`src/sv/cbd_pkg.sv`:
```
package cbd_pkg;

  // width of the chunk size accumulator and data countdown
  localparam int SIZE_BITS = 32;

  // result kind codes
  localparam logic [1:0] KIND_DATA = 2'd0;
  localparam logic [1:0] KIND_OK   = 2'd1;
  localparam logic [1:0] KIND_ERR  = 2'd2;

  // characters with a role in the size line
  localparam logic [7:0] CHAR_CR = 8'h0D;
  localparam logic [7:0] CHAR_LF = 8'h0A;

  // decoder phase, one-hot
  typedef enum logic [6:0] {
    PH_START = 7'b0000001,
    PH_LINE  = 7'b0000010,
    PH_DATA  = 7'b0000100,
    PH_TRL1  = 7'b0001000,
    PH_TRL2  = 7'b0010000,
    PH_DONE  = 7'b0100000,
    PH_ERROR = 7'b1000000
  } phase_t;

  // one byte handed to the decoder core
  typedef struct packed {
    logic       fire;
    logic [7:0] data;
    logic       fin;
  } cbd_req_t;

  // what the core produced for that byte
  typedef struct packed {
    logic       valid;
    logic [7:0] data;
    logic [1:0] kind;
  } cbd_res_t;

  // hex digit decode: {is_digit, value}
  function automatic logic [4:0] hex_decode(input logic [7:0] c);
    logic [4:0] r;
    r = 5'd0;
    case (c) inside
      [8'h30:8'h39]: r = {1'b1, c[3:0]};
      [8'h61:8'h66]: r = {1'b1, c[3:0] + 4'd9};
      [8'h41:8'h46]: r = {1'b1, c[3:0] + 4'd9};
      default:       r = 5'd0;
    endcase
    return r;
  endfunction

  // space, tab, lf, vt, ff, cr
  function automatic logic is_blank(input logic [7:0] c);
    logic b;
    b = 1'b0;
    case (c) inside
      8'h20, [8'h09:8'h0D]: b = 1'b1;
      default:              b = 1'b0;
    endcase
    return b;
  endfunction

endpackage

```
`src/sv/cbd_core.sv`:
```
module cbd_core (
  input  logic               clk,
  input  logic               rst,
  input  cbd_pkg::cbd_req_t  req,
  output cbd_pkg::cbd_res_t  res
);

  cbd_pkg::phase_t                phase, phase_next;
  logic [cbd_pkg::SIZE_BITS-1:0]  bytes_left, bytes_left_next;
  logic                           prev_was_cr, prev_was_cr_next;
  logic                           digit_seen, digit_seen_next;
  logic                           digits_done, digits_done_next;

  logic [4:0] hex;
  logic       line_go;

  assign hex = cbd_pkg::hex_decode(req.data);

  // per-byte state update
  always_comb begin
    phase_next       = phase;
    bytes_left_next  = bytes_left;
    prev_was_cr_next = prev_was_cr;
    digit_seen_next  = digit_seen;
    digits_done_next = digits_done;
    line_go          = 1'b0;
    res              = '0;
    res.kind         = cbd_pkg::KIND_DATA;

    if (req.fire) begin
      case (phase)
        cbd_pkg::PH_START, cbd_pkg::PH_LINE: begin
          phase_next = cbd_pkg::PH_LINE;
          line_go    = 1'b1;
          // pending cr: either ends the line or acts as a blank
          if (prev_was_cr) begin
            prev_was_cr_next = 1'b0;
            if (req.data == cbd_pkg::CHAR_LF) begin
              line_go = 1'b0;
              if (!digit_seen) begin
                phase_next = cbd_pkg::PH_ERROR;
              end else if (bytes_left == '0) begin
                phase_next = cbd_pkg::PH_DONE;
              end else begin
                phase_next = cbd_pkg::PH_DATA;
              end
              digit_seen_next  = 1'b0;
              digits_done_next = 1'b0;
            end else begin
              digits_done_next = digits_done | digit_seen;
            end
          end
          // size line character
          if (line_go) begin
            if (req.data == cbd_pkg::CHAR_CR) begin
              prev_was_cr_next = 1'b1;
            end else if (!digits_done_next) begin
              if (hex[4]) begin
                if (bytes_left[cbd_pkg::SIZE_BITS-1 -: 4] != 4'd0) begin
                  phase_next = cbd_pkg::PH_ERROR;
                end else begin
                  bytes_left_next = {bytes_left[cbd_pkg::SIZE_BITS-5:0], hex[3:0]};
                  digit_seen_next = 1'b1;
                end
              end else if (cbd_pkg::is_blank(req.data)) begin
                if (digit_seen) begin
                  digits_done_next = 1'b1;
                end
              end else if (!digit_seen) begin
                phase_next = cbd_pkg::PH_ERROR;
              end else begin
                digits_done_next = 1'b1;
              end
            end
          end
        end
        cbd_pkg::PH_DATA: begin
          res.valid = !req.fin;
          res.data  = req.data;
          if (bytes_left != '0) begin
            bytes_left_next = bytes_left - cbd_pkg::SIZE_BITS'(1);
          end
          if (bytes_left_next == '0) begin
            phase_next = cbd_pkg::PH_TRL1;
          end
        end
        cbd_pkg::PH_TRL1: begin
          phase_next = cbd_pkg::PH_TRL2;
        end
        cbd_pkg::PH_TRL2: begin
          phase_next = cbd_pkg::PH_START;
        end
        default: begin
        end
      endcase

      // flagged byte reports status and rearms for a new body
      if (req.fin) begin
        res.valid = 1'b1;
        res.data  = 8'd0;
        res.kind  = (phase_next == cbd_pkg::PH_START || phase_next == cbd_pkg::PH_DONE)
                    ? cbd_pkg::KIND_OK : cbd_pkg::KIND_ERR;
        phase_next       = cbd_pkg::PH_START;
        bytes_left_next  = '0;
        prev_was_cr_next = 1'b0;
        digit_seen_next  = 1'b0;
        digits_done_next = 1'b0;
      end
    end
  end

  // decoder state
  always_ff @(posedge clk) begin
    if (rst) begin
      phase       <= cbd_pkg::PH_START;
      bytes_left  <= '0;
      prev_was_cr <= 1'b0;
      digit_seen  <= 1'b0;
      digits_done <= 1'b0;
    end else begin
      phase       <= phase_next;
      bytes_left  <= bytes_left_next;
      prev_was_cr <= prev_was_cr_next;
      digit_seen  <= digit_seen_next;
      digits_done <= digits_done_next;
    end
  end

endmodule

```
`src/sv/chunked_body_decoder_top.sv`:
```
// Chunked body decoder: takes the bytes of a chunk-encoded body and
// gives the decoded data bytes (kind 0) followed by one status (kind 1 ok,
// kind 2 error) for the byte flagged final_byte. A byte is held in an input
// register, decoded in a single pass against the chunk state, and its result
// lands in the output register when the byte moves on. A new byte can enter
// the input register as the held one moves on, so bytes flow without a gap
// while the output is not stalled; a stall on a valid output holds the input
// register, and the input side stalls only while that register is full and
// cannot move on.
// On an error status the consumer drops the data bytes already delivered.
module chunked_body_decoder_top (
  input  logic       clk,
  input  logic       rst,
  input  logic       in_valid,
  output logic       in_stall,
  input  logic [7:0] body_byte,
  input  logic       final_byte,
  output logic       out_valid,
  input  logic       out_stall,
  output logic [7:0] out_byte,
  output logic [1:0] kind
);

  logic              in_full;
  logic [7:0]        in_byte;
  logic              in_fin;
  logic              advance;
  logic              in_take;
  cbd_pkg::cbd_req_t req;
  cbd_pkg::cbd_res_t res;

  // handshake: input register moves on when the output register is free
  assign advance  = in_full && (!out_valid || !out_stall);
  assign in_stall = in_full && !advance;
  assign in_take  = in_valid && !in_stall;

  assign req.fire = advance;
  assign req.data = in_byte;
  assign req.fin  = in_fin;

  cbd_core u_core (
    .clk (clk),
    .rst (rst),
    .req (req),
    .res (res)
  );

  // input register
  always_ff @(posedge clk) begin
    if (rst) begin
      in_full <= 1'b0;
    end else if (in_take) begin
      in_full <= 1'b1;
    end else if (advance) begin
      in_full <= 1'b0;
    end
  end

  always_ff @(posedge clk) begin
    if (in_take) begin
      in_byte <= body_byte;
      in_fin  <= final_byte;
    end
  end

  // output register
  always_ff @(posedge clk) begin
    if (rst) begin
      out_valid <= 1'b0;
    end else if (advance) begin
      out_valid <= res.valid;
    end else if (!out_stall) begin
      out_valid <= 1'b0;
    end
  end

  always_ff @(posedge clk) begin
    if (advance && res.valid) begin
      out_byte <= res.data;
      kind     <= res.kind;
    end
  end

endmodule

```
`config.mk`:
```
export PLATFORM = sky130hd
export DESIGN_NAME = chunked_body_decoder_top
export DESIGN_NICKNAME = d
export VERILOG_FILES = /design/src/sv/cbd_pkg.sv /design/src/sv/cbd_core.sv /design/src/sv/chunked_body_decoder_top.sv
export SDC_FILE = /design/constraint.sdc
export NUM_CORES = 1
export LEC_CHECK = 0
export BUFFER_PORTS_ARGS = -buffer_cell sky130_fd_sc_hd__buf_2
export CAP_MARGIN = 20
export CORE_ASPECT_RATIO = 1.75
export CORE_UTILIZATION = 50
export DETAILED_ROUTE_END_ITERATION = 12
export PLACE_DENSITY = 0.71
export SKIP_CTS_REPAIR_TIMING = 1
export SLEW_MARGIN = 20
export SYNTH_ARGS = -nofsm -noshare
export SYNTH_HDL_FRONTEND = slang
export SYNTH_HIERARCHICAL = 1
export SYNTH_SLANG_ARGS = --single-unit
```
`constraint.sdc`:
```
create_clock -name clk -period 7.1 [get_ports clk]
set_clock_uncertainty 0.2 [all_clocks]
set_input_delay 0.71 -clock clk [delete_from_list [all_inputs] [get_ports clk]]
set_output_delay 0.71 -clock clk [all_outputs]
set_load 0.05 [all_outputs]
```
After elaboration in Yosys (flattened, before gate mapping)
Index checks and enable logic that the tools add are counted.
{"block": "classes", "add_sub_neg": 2, "n_lt_le_gt_ge": 8, "eq_ne": 16, "mux": 71, "bitwise": 3, "n_reduce_logical": 28}
{"op": "2-to-1 mux 32 bit", "count": 9}
{"op": "2-to-1 mux 7 bit", "count": 13}
{"op": "logical NOT 32 bit", "count": 2}
{"op": "one-hot mux 32 bit (2 select lines)", "count": 1}
{"op": "2-to-1 mux 1 bit", "count": 39}
{"op": "nonzero test 32 bit", "count": 1}
{"op": "subtractor 32 x 1 -> 32 bit, second input constant", "count": 1}
{"op": "one-hot mux 7 bit (4 select lines)", "count": 1}
{"op": "2-to-1 mux 11 bit", "count": 2}
{"op": "equality test 8 x 4 -> 1 bit, second input constant", "count": 2}
{"op": ">= comparator 8 x 7 -> 1 bit, second input constant", "count": 2}
{"op": "<= comparator 8 x 7 -> 1 bit, second input constant", "count": 2}
{"op": "2-to-1 mux 5 bit", "count": 3}
{"op": "equality test 7 x 1 -> 1 bit, second input constant", "count": 2}
{"op": "2-to-1 mux 9 bit", "count": 1}
{"op": "inequality test 3 bit, second input constant", "count": 3}
{"op": "equality test 8 x 6 -> 1 bit, second input constant", "count": 1}
{"op": ">= comparator 8 x 4 -> 1 bit, second input constant", "count": 1}
{"op": ">= comparator 8 x 6 -> 1 bit, second input constant", "count": 1}
{"op": "<= comparator 8 x 4 -> 1 bit, second input constant", "count": 1}
{"op": "<= comparator 8 x 6 -> 1 bit, second input constant", "count": 1}
{"op": "logical AND 1 bit", "count": 8}
{"op": "equality test 7 x 2 -> 1 bit, second input constant", "count": 1}
{"op": "equality test 7 x 3 -> 1 bit, second input constant", "count": 1}
{"op": "19 further kinds", "count": 29}
{"block": "totals", "ff_bits": 63, "in_bits": 13, "out_inout_bits": 12, "elab_cells": 139}

Longest topological paths before layout
Gate-level depths: netlist of the first run.
{"block": "depth", "ltp_word": 24, "mapped_depth": 14, "mapped_depth_nobuf": 10}

Cells and area by module
Netlist of the first run, hierarchy kept.
{"module": "cbd_core", "instances": 1, "cells_each": 510, "area_per_inst_um2": 3522.1, "seq_area_each_um2": 840.8}
{"module": "chunked_body_decoder_top", "instances": 1, "cells_each": 31, "area_per_inst_um2": 664.4, "seq_area_each_um2": 610.6}

Worst setup path before layout of the first run
Ideal clock, no wire load.
{"block": "synth_timing", "path_kind": "register to register", "startpoint": "reg u_core/bytes_left[0] in the netlist's numbering", "endpoint": "reg u_core.phase[2]", "setup_time_ns": 0.139, "arrival_ns": 3.470, "t_required_ns": 6.761, "path_slack_ns": 3.291, "path_stages_with_launch": 14, "path_buffers": 3, "period_less_slack_ns": 3.809, "path_cell_list": "dfxtp_1 > clkbuf_1 > inv_1 > ha_1 > or3b_4 > buf_6 > or4_2 > clkbuf_1 > nor4_1 > xnor2_1 > nand4_1 > or4_1 > nor4_2 > a311oi_1"}
{"block": "synth_between", "elab_chain_cells": 14, "word_cells_on_any_way": 22, "cone_classes": "add/sub: 1; mux: 18; reduce/logical: 3"}
{"element": "from (decl)", "line_no": "cbd_core.sv:9", "text": "logic [cbd_pkg::SIZE_BITS-1:0] bytes_left, bytes_left_next;"}
{"element": "from (signal assigned)", "line_no": "cbd_core.sv:122", "text": "bytes_left <= bytes_left_next;"}
{"element": "branches (longest 11 deep; another with subtractor 32 x 1 -> 32 bit)"}
{"element": "one-hot mux 7 bit (4 select lines) *", "line_no": "cbd_core.sv:31", "text": "case (phase)"}
{"element": "2-to-1 mux 7 bit *", "line_no": "cbd_core.sv:30", "text": "if (req.fire) begin"}
{"element": "2-to-1 mux 7 bit *", "line_no": "cbd_core.sv:98", "text": "if (req.fin) begin"}
{"element": "to (signal assigned)", "line_no": "cbd_core.sv:115", "text": "phase <= cbd_pkg::PH_START;"}
{"element": "to (signal assigned)", "line_no": "cbd_core.sv:121", "text": "phase <= phase_next;"}
{"element": "to (decl)", "line_no": "cbd_core.sv:8", "text": "cbd_pkg::phase_t phase, phase_next;"}
Mark *: on every way between the ends. The select of a mux whose other input is x is not followed.
A chain may end at the register's enable or synchronous reset.

Worst setup path in the final report of the first run
{"block": "layout_timing", "startpoint": "reg in_byte[1]", "endpoint": "reg u_core/bytes_left[1] in the netlist's numbering"}
{"block": "layout_between", "elab_chain_cells": 12, "word_cells_on_any_way": 35, "cone_classes": "add/sub: 1; order compare: 6; eq/ne: 6; mux: 18; reduce/logical: 4"}
{"element": "from (decl)", "line_no": "chunked_body_decoder_top.sv:25", "text": "logic [7:0] in_byte;"}
{"element": "from (signal assigned)", "line_no": "chunked_body_decoder_top.sv:61", "text": "in_byte <= body_byte;"}
{"element": ">= comparator 8 x 7 -> 1 bit (implied by the code) / <= comparator 8 x 7 -> 1 bit (equally long branches)", "line_no": "cbd_core.sv:17", "text": "assign hex = cbd_pkg::hex_decode(req.data);"}
{"element": "logical AND 1 bit (implied by the code)", "line_no": "cbd_core.sv:17"}
{"element": "2-to-1 mux 5 bit (3 in series)", "line_no": "cbd_pkg.sv:44", "text": "case (c) inside"}
{"element": "2-to-1 mux 32 bit", "line_no": "cbd_core.sv:59", "text": "if (bytes_left[cbd_pkg::SIZE_BITS-1 -: 4] != 4'd0) begin"}
{"element": "2-to-1 mux 32 bit", "line_no": "cbd_core.sv:58", "text": "if (hex[4]) begin"}
{"element": "2-to-1 mux 32 bit", "line_no": "cbd_core.sv:57", "text": "end else if (!digits_done_next) begin"}
{"element": "2-to-1 mux 32 bit", "line_no": "cbd_core.sv:55", "text": "if (req.data == cbd_pkg::CHAR_CR) begin"}
{"element": "2-to-1 mux 32 bit", "line_no": "cbd_core.sv:54", "text": "if (line_go) begin"}
{"element": "one-hot mux 32 bit (2 select lines)", "line_no": "cbd_core.sv:31"}
{"element": "2-to-1 mux 32 bit", "line_no": "cbd_core.sv:98"}
Parallel ways exist; a longest one is shown, timed or not. The select of a mux whose other input is x is not followed.

==> flow_summary_export.csv, run 1 <==
group,metric,value,unit
placement,dp_hpwl,8500,µm
sta,slew_violations,0,
routing,viasPerCell,6.77,
min_path,hold_depth,2,
sta,timing.slew.headroom,32.1,%
sta,fin_crit_sh,62.3,%
critical_path,reg2regPathDepth,12,
global_routing,grt_max_degree,46,
outcome,failed_checks,"design-rule violations",
synth,synth_edf_count,19,
routing,drtAntennaViolNets,0,
layout,multiInputGateArea,0.00249,mm²
sta,hold_viol,0,
synth,synth_seq_cells,63,
clock_network,clock_latency,340,ps
critical_path,end_kind,"register",
floorplanning,fp.dieH,123,µm
routing,drc_errors,3,
sta,worst_pin_slew,1020,ps
clock_network,htreeDepth,3,
critical_path,cp.arrival,4490,ps
synth,synth_cell_types,68,
min_path,min_path_type,"register to register",
synth,syn_inst,541,
global_routing,grt_overflow,0,
synth,yosysTopAreaCell,"dfxtp_1",
synth,synth_top_area_share,21.0,%
routing,wl,12100,µm
layout,register_area,0.00145,mm²
layout,layout.nets,552,
sta,fin_tns_setup,0,ps
synth,syn_nets,559,
placement,portBuffers,24,
synth,yosys-top-cells-area,"dfxtp_1, edfxtp_1, nor2_1",
floorplanning,start_util,52.2,%
critical_path,cp-start-kind,"register",
power,p_leak,0.00170,µW
sta,rsz0062_at_grt,"no",
synth,avgSynthCellArea,7.74,µm²
routing,firstDrtPassIters,10,
synth,yosysMostFrequentCell,"nor2_1",
layout,drive_gt1_share,11.9,%
clock_network,cts_tree,"built",
clock_network,cts-root-buf,"clkbuf_16",
clock_network,cts_buffer_depth,2,
clock_network,cts_made_buffers,9,
sta,fin_hold_ws,306,ps
floorplanning,ios,25,
global_routing,grt_usage,29.2,%
outcome,status,"finished, violations left",
synth,synth_area,0.00419,mm²
flow_run,max-cap-violations,0,
sta,setup_viol,0,
layout,syn2layout_area_growth,8.37,%
placement,gp_congestion,0.946,
critical_path,cpMaxStageDelayCell,"a2111oi_1",
critical_path,setup.worst_path.start,"in_byte[1]",
synth,synthArstFlopShare,0,%
critical_path,regToRegStartpoint,"in_byte[1]",
global_routing,grt_pass1_wl,19800,µm
layout,nFillCells,761,
synth,yosysSeqAreaShare,34.7,%
global_routing,grt_pass1_vias,4102,
power,power.density,205,mW/mm²
clock_network,path_clk_slew,50,ps
floorplanning,core,0.00802,mm²
critical_path,crit_chain,"inv_1 > ha_1 > o21bai_1 > a2111oi_1 > nor2_1 > nor4b_1 > o21ai_2 > buf_4 > nor2_1 > buf_4 > o21ai_0 > a21oi_1",
routing,vias,4260,
synth,yosys_warnings,6,
critical_path,crit_type,"register to register",
sta,final.min_clock_period,4430,ps
critical_path,crit_path_max_fanout,28,
synth,synthFlopType,"dfxtp_1",
routing,wl_per_cell,19.3,µm
floorplanning,fp.dieW,71.2,µm
synth,synth_common_cells,"nor2_1, dfxtp_1, nand2_1, o21ai_0, a21oi_1",
floorplanning,rows,43,
sta,fmax,226,MHz
min_path,hp-start,"in_full",
clock_network,clock_sinks,63,
layout,antennaDiodeCount,0,
critical_path,required,7160,ps
power,ir_worst_vdd,128,µV
floorplanning,fp.dieArea,0.00876,mm²
routing,first_iter_violations,368,
critical_path,slowest_delay,930,ps
global_routing,antenna_found_initial,0,
placed cells by master (no fill, tap or decap), types with 4 or more instances in the layout:
master     synthesis  routed
and2_1            11      11
edfxtp_1          19      19
xor2_1             6       6
nor3_1            31      31
ha_1               5       5
or4_1              7       7
a31oi_1            5       5
nor2_1            67      67
dfxtp_1           44      44
a22oi_1           20      20
nor4_1            17      17
o31ai_1            8       8
inv_1             13      13
and3_1            13      13
o21ai_0           41      41
buf_4              0       5
nand4_1            8       8
nand2b_1           8       8
buf_2              6      24
nand3_1            8       8
or3_1              8       8
a221oi_1           4       4
clkbuf_16          0       9
nand2_1           41      41
xnor2_1            7       7
a21oi_1           38      38
routing by layer:
layer	track usage [%]	up-vias	wire [µm]
li1	-	1992	-
met1	30.1	1985	4360
met2	51.3	223	6310
met3	4.89	60	709
met4	23.5	0	758
met5	0	-	0
where the power goes:
part	internal (µW)	switching [µW]	total, µW
clock network	235	167	402
logic	47.8	90.6	138
registers	377	11.7	389
registers in the layout, indices dropped and copies added, names as in the netlist:
| register | flops |
|---|---|
| in_byte | 8 |
| in_fin | 1 |
| in_full | 1 |
| kind | 2 |
| out_byte | 8 |
| out_valid | 1 |
| u_core/bytes_left | 32 |
| u_core/digit_seen | 1 |
| u_core/digits_done | 1 |
| u_core/phase | 7 |
| u_core/prev_was_cr | 1 |
path summary, 6_finish.rpt:
| check | endpoint | slack [ps] |
|---|---|---|
| worst max register to register | u_core/bytes_left[1] | 2670 |
| worst min register to register | in_full | 310 |
| worst min-delay path | in_full | 310 |
| worst max-delay path | u_core/bytes_left[1] | 2670 |
layout make-up:
cell class,instances,area share [%]
Tap cell,90,2.48
Timing Repair Buffer,29,3.47
Sequential cell,63,32.0
Multi-Input combinational cell,418,54.9
Clock buffer,9,4.96
Inverter,13,1.08
Clock inverter,7,1.10
kinds of logic after synthesis:
group	after synthesis	share of synthesized area [%]
multiplexers	4	1.08
adder cells (fa/ha/maj)	5	1.49
AND/OR/NAND/NOR	248	31.8
XOR/XNOR	13	2.72
flip-flops	63	34.7
AO/OA/AOI/OAI	148	22.4
buffers and inverters	60	5.92
per-stage QoR:
stage	cells	cell area [µm²]	setup WS (ps)	total power, µW	util, %
finish	629	4540	2670	929	56.6
global route	629	4540	2320	967	56.6
CTS	629	4540	2730	934	56.6
detailed placement	613	4260	2760	531	53.2
global placement	613	4260	2970	528	53.2
floorplan	541	4190	3290	496	-
worst max-delay path, delay by kind of cell, from the launching register on:
family / cells / cell delay, ps
AOI/OAI and AO/OA: 5 / 1330
adders and majority gates: 1 / 250
buffers and inverters: 3 / 710
DFF: 1 / 450
and+or+nand+nor: 3 / 1400
Power figures use the tool's default switching activity.
==> run 2, diff against run 1 <==
--- a/config.mk
+++ b/config.mk
@@ -10,7 +10,7 @@
 export CORE_ASPECT_RATIO = 1.75
 export CORE_UTILIZATION = 50
 export DETAILED_ROUTE_END_ITERATION = 12
-export PLACE_DENSITY = 0.71
+export PLACE_DENSITY = 0.73
 export SKIP_CTS_REPAIR_TIMING = 1
 export SLEW_MARGIN = 20
 export SYNTH_ARGS = -nofsm -noshare
==> constraint.sdc (replaced) <==
create_clock -name clk -period 3.76 [get_ports clk]
set_clock_uncertainty 0.2 [all_clocks]
set_input_delay 0.376 -clock clk [delete_from_list [all_inputs] [get_ports clk]]
set_output_delay 0.376 -clock clk [all_outputs]
set_load 0.05 [all_outputs]
==> flow_summary_export.csv, run 2 (same netlist as run 1, synthesis figures left out) <==
group,metric,value,unit
sta,setup_viol,0,
global_routing,grt_max_degree,44,
global_routing,grt_pass1_vias,4232,
routing,vias,4416,
placement,placed_cell_area,0.00449,mm²
critical_path,slowest_delay,720,ps
critical_path,cp_common_cell,"nor2_1",
routing,viasPerCell,6.71,
clock_network,path_clk_slew,50,ps
sta,slew_violations,0,
outcome,status,"finished, violations left",
critical_path,crit_type,"register to register",
clock_network,clock_latency,330,ps
sta,rsz0062_at_grt,"no",
critical_path,cp-start-kind,"register",
layout,layout_common_cells,"nor2_1, dfxtp_1, nand2_1, o21ai_0, a21oi_1",
sta,fin_crit_sh,95.7,%
sta,fmax,278,MHz
layout,finish.utilization,60.4,%
sta,fin_hold_ws,18.1,ps
floorplanning,start_util,52.2,%
placement,dp_hpwl,9290,µm
flow_run,max-cap-violations,0,
placement,gp_congestion,0.963,
critical_path,end_kind,"register",
critical_path,cp_top_family,"simple AND/OR/NAND/NOR gates",
clock_network,cts_tree,"built",
critical_path,crit_path_max_fanout,11,
layout,antennaDiodeCount,0,
layout,largest_register_ffs,32,
clock_network,clock_sinks,63,
clock_network,cts-root-buf,"clkbuf_16",
layout,syn2layout_area_growth,15.6,%
routing,drc_errors,5,
routing,drtAntennaViolNets,0,
layout,multiInputGateArea,0.00251,mm²
critical_path,crit_chain,"or4b_2 > a311oi_1 > nor2_1 > nor4b_1 > buf_4 > o21ai_2 > nor2_1 > buf_4 > a22oi_1 > nor2_1",
global_routing,grt_pass1_wl,20100,µm
min_path,min_path_type,"input port to register",
routing,firstDrtPassIters,9,
sta,hold_viol,0,
floorplanning,ios,25,
floorplanning,fp.dieH,123,µm
routing,wl,12700,µm
global_routing,grt_usage,29.8,%
global_routing,antenna_found_initial,0,
sta,worst_pin_slew,812,ps
floorplanning,rows,43,
outcome,failed_checks,"design-rule violations",
clock_network,cts_made_buffers,9,
power,total_power,1980,µW
power,p_leak,0.00189,µW
sta,fin_tns_setup,0,ps
critical_path,cpMaxStageDelayCell,"or4b_2",
placement,portBuffers,24,
critical_path,required,3830,ps
power,power.density,409,mW/mm²
floorplanning,fp.dieW,71.2,µm
layout,final_common_cell,"nor2_1",
sta,timing.slew.headroom,45.7,%
routing,wl_per_cell,19.3,µm
layout,layout.nets,581,
global_routing,grt_overflow,0,
clock_network,cts_buffer_depth,2,
layout,largest-register,"u_core/bytes_left",
critical_path,cp.arrival,3670,ps
floorplanning,fp.dieArea,0.00876,mm²
power,ir_worst_vdd,272,µV
layout,top_regs,"u_core/bytes_left x32, in_byte x8, out_byte x8",
layout,nFillCells,713,
clock_network,htreeDepth,3,
layout,fin_area,0.00484,mm²
routing,first_iter_violations,371,
layout,drive_gt1_share,16.7,%
critical_path,cp.buffers_inverters,2,
layout,register_area,0.00145,mm²
floorplanning,core,0.00802,mm²
sta,final.min_clock_period,3600,ps
## run 2: cell types whose count changed in the layout (fill, tap and decap cells not counted)
cell,before,now
clkinv_4,2,1
nor4_4,1,2
clkinvlp_4,3,1
and3_1,13,12
nor4_1,17,16
buf_4,5,34
clkinv_2,2,1
inv_6,0,1
and3_2,1,2
bufinv_16,0,3
## run 2: cell type report
| class | instances | area share (%) |
|---|---|---|
| Timing Repair Buffer | 58 | 7.75 |
| Multi-Input combinational cell | 418 | 51.8 |
| Sequential cell | 63 | 30.0 |
| Clock buffer | 9 | 4.65 |
| Clock inverter | 7 | 2.48 |
| Inverter | 13 | 1.01 |
| Tap cell | 90 | 2.33 |
## run 2: through the flow
| stage | instances | setup WS (ps) |
|---|---|---|
| global route | 658 | 11.6 |
| detailed placement | 642 | 58.6 |
| finish | 658 | 161 |
| global placement | 642 | 99.3 |
| CTS | 658 | 53.6 |
| floorplan | 541 | 47.3 |
## run 2: final timing paths
path	start	endpoint	slack [ps]	cells after the start
max	in_byte[3]	u_core/bytes_left[14]	160	10
min	body_byte[6]	in_byte[6]	20	1
max reg2reg	in_byte[3]	u_core/bytes_left[14]	160	10
min reg2reg	in_full	in_full	310	2
## run 2: metal layers
metal	vias to the layer above	GRT usage [%]	share of wire (%)
met5	-	0	0
met4	0	22.8	6.3
met3	72	4.16	5.5
met2	216	55.5	52
met1	2067	29.3	36
li1	2061	-	-
## run 2: where the power goes
part	internal (µW)	switching, µW	leakage [µW]
combinational	105	189	0.00121
sequential	712	15.1	0.000519
clock	649	308	0.000166
total	1470	512	0.00189
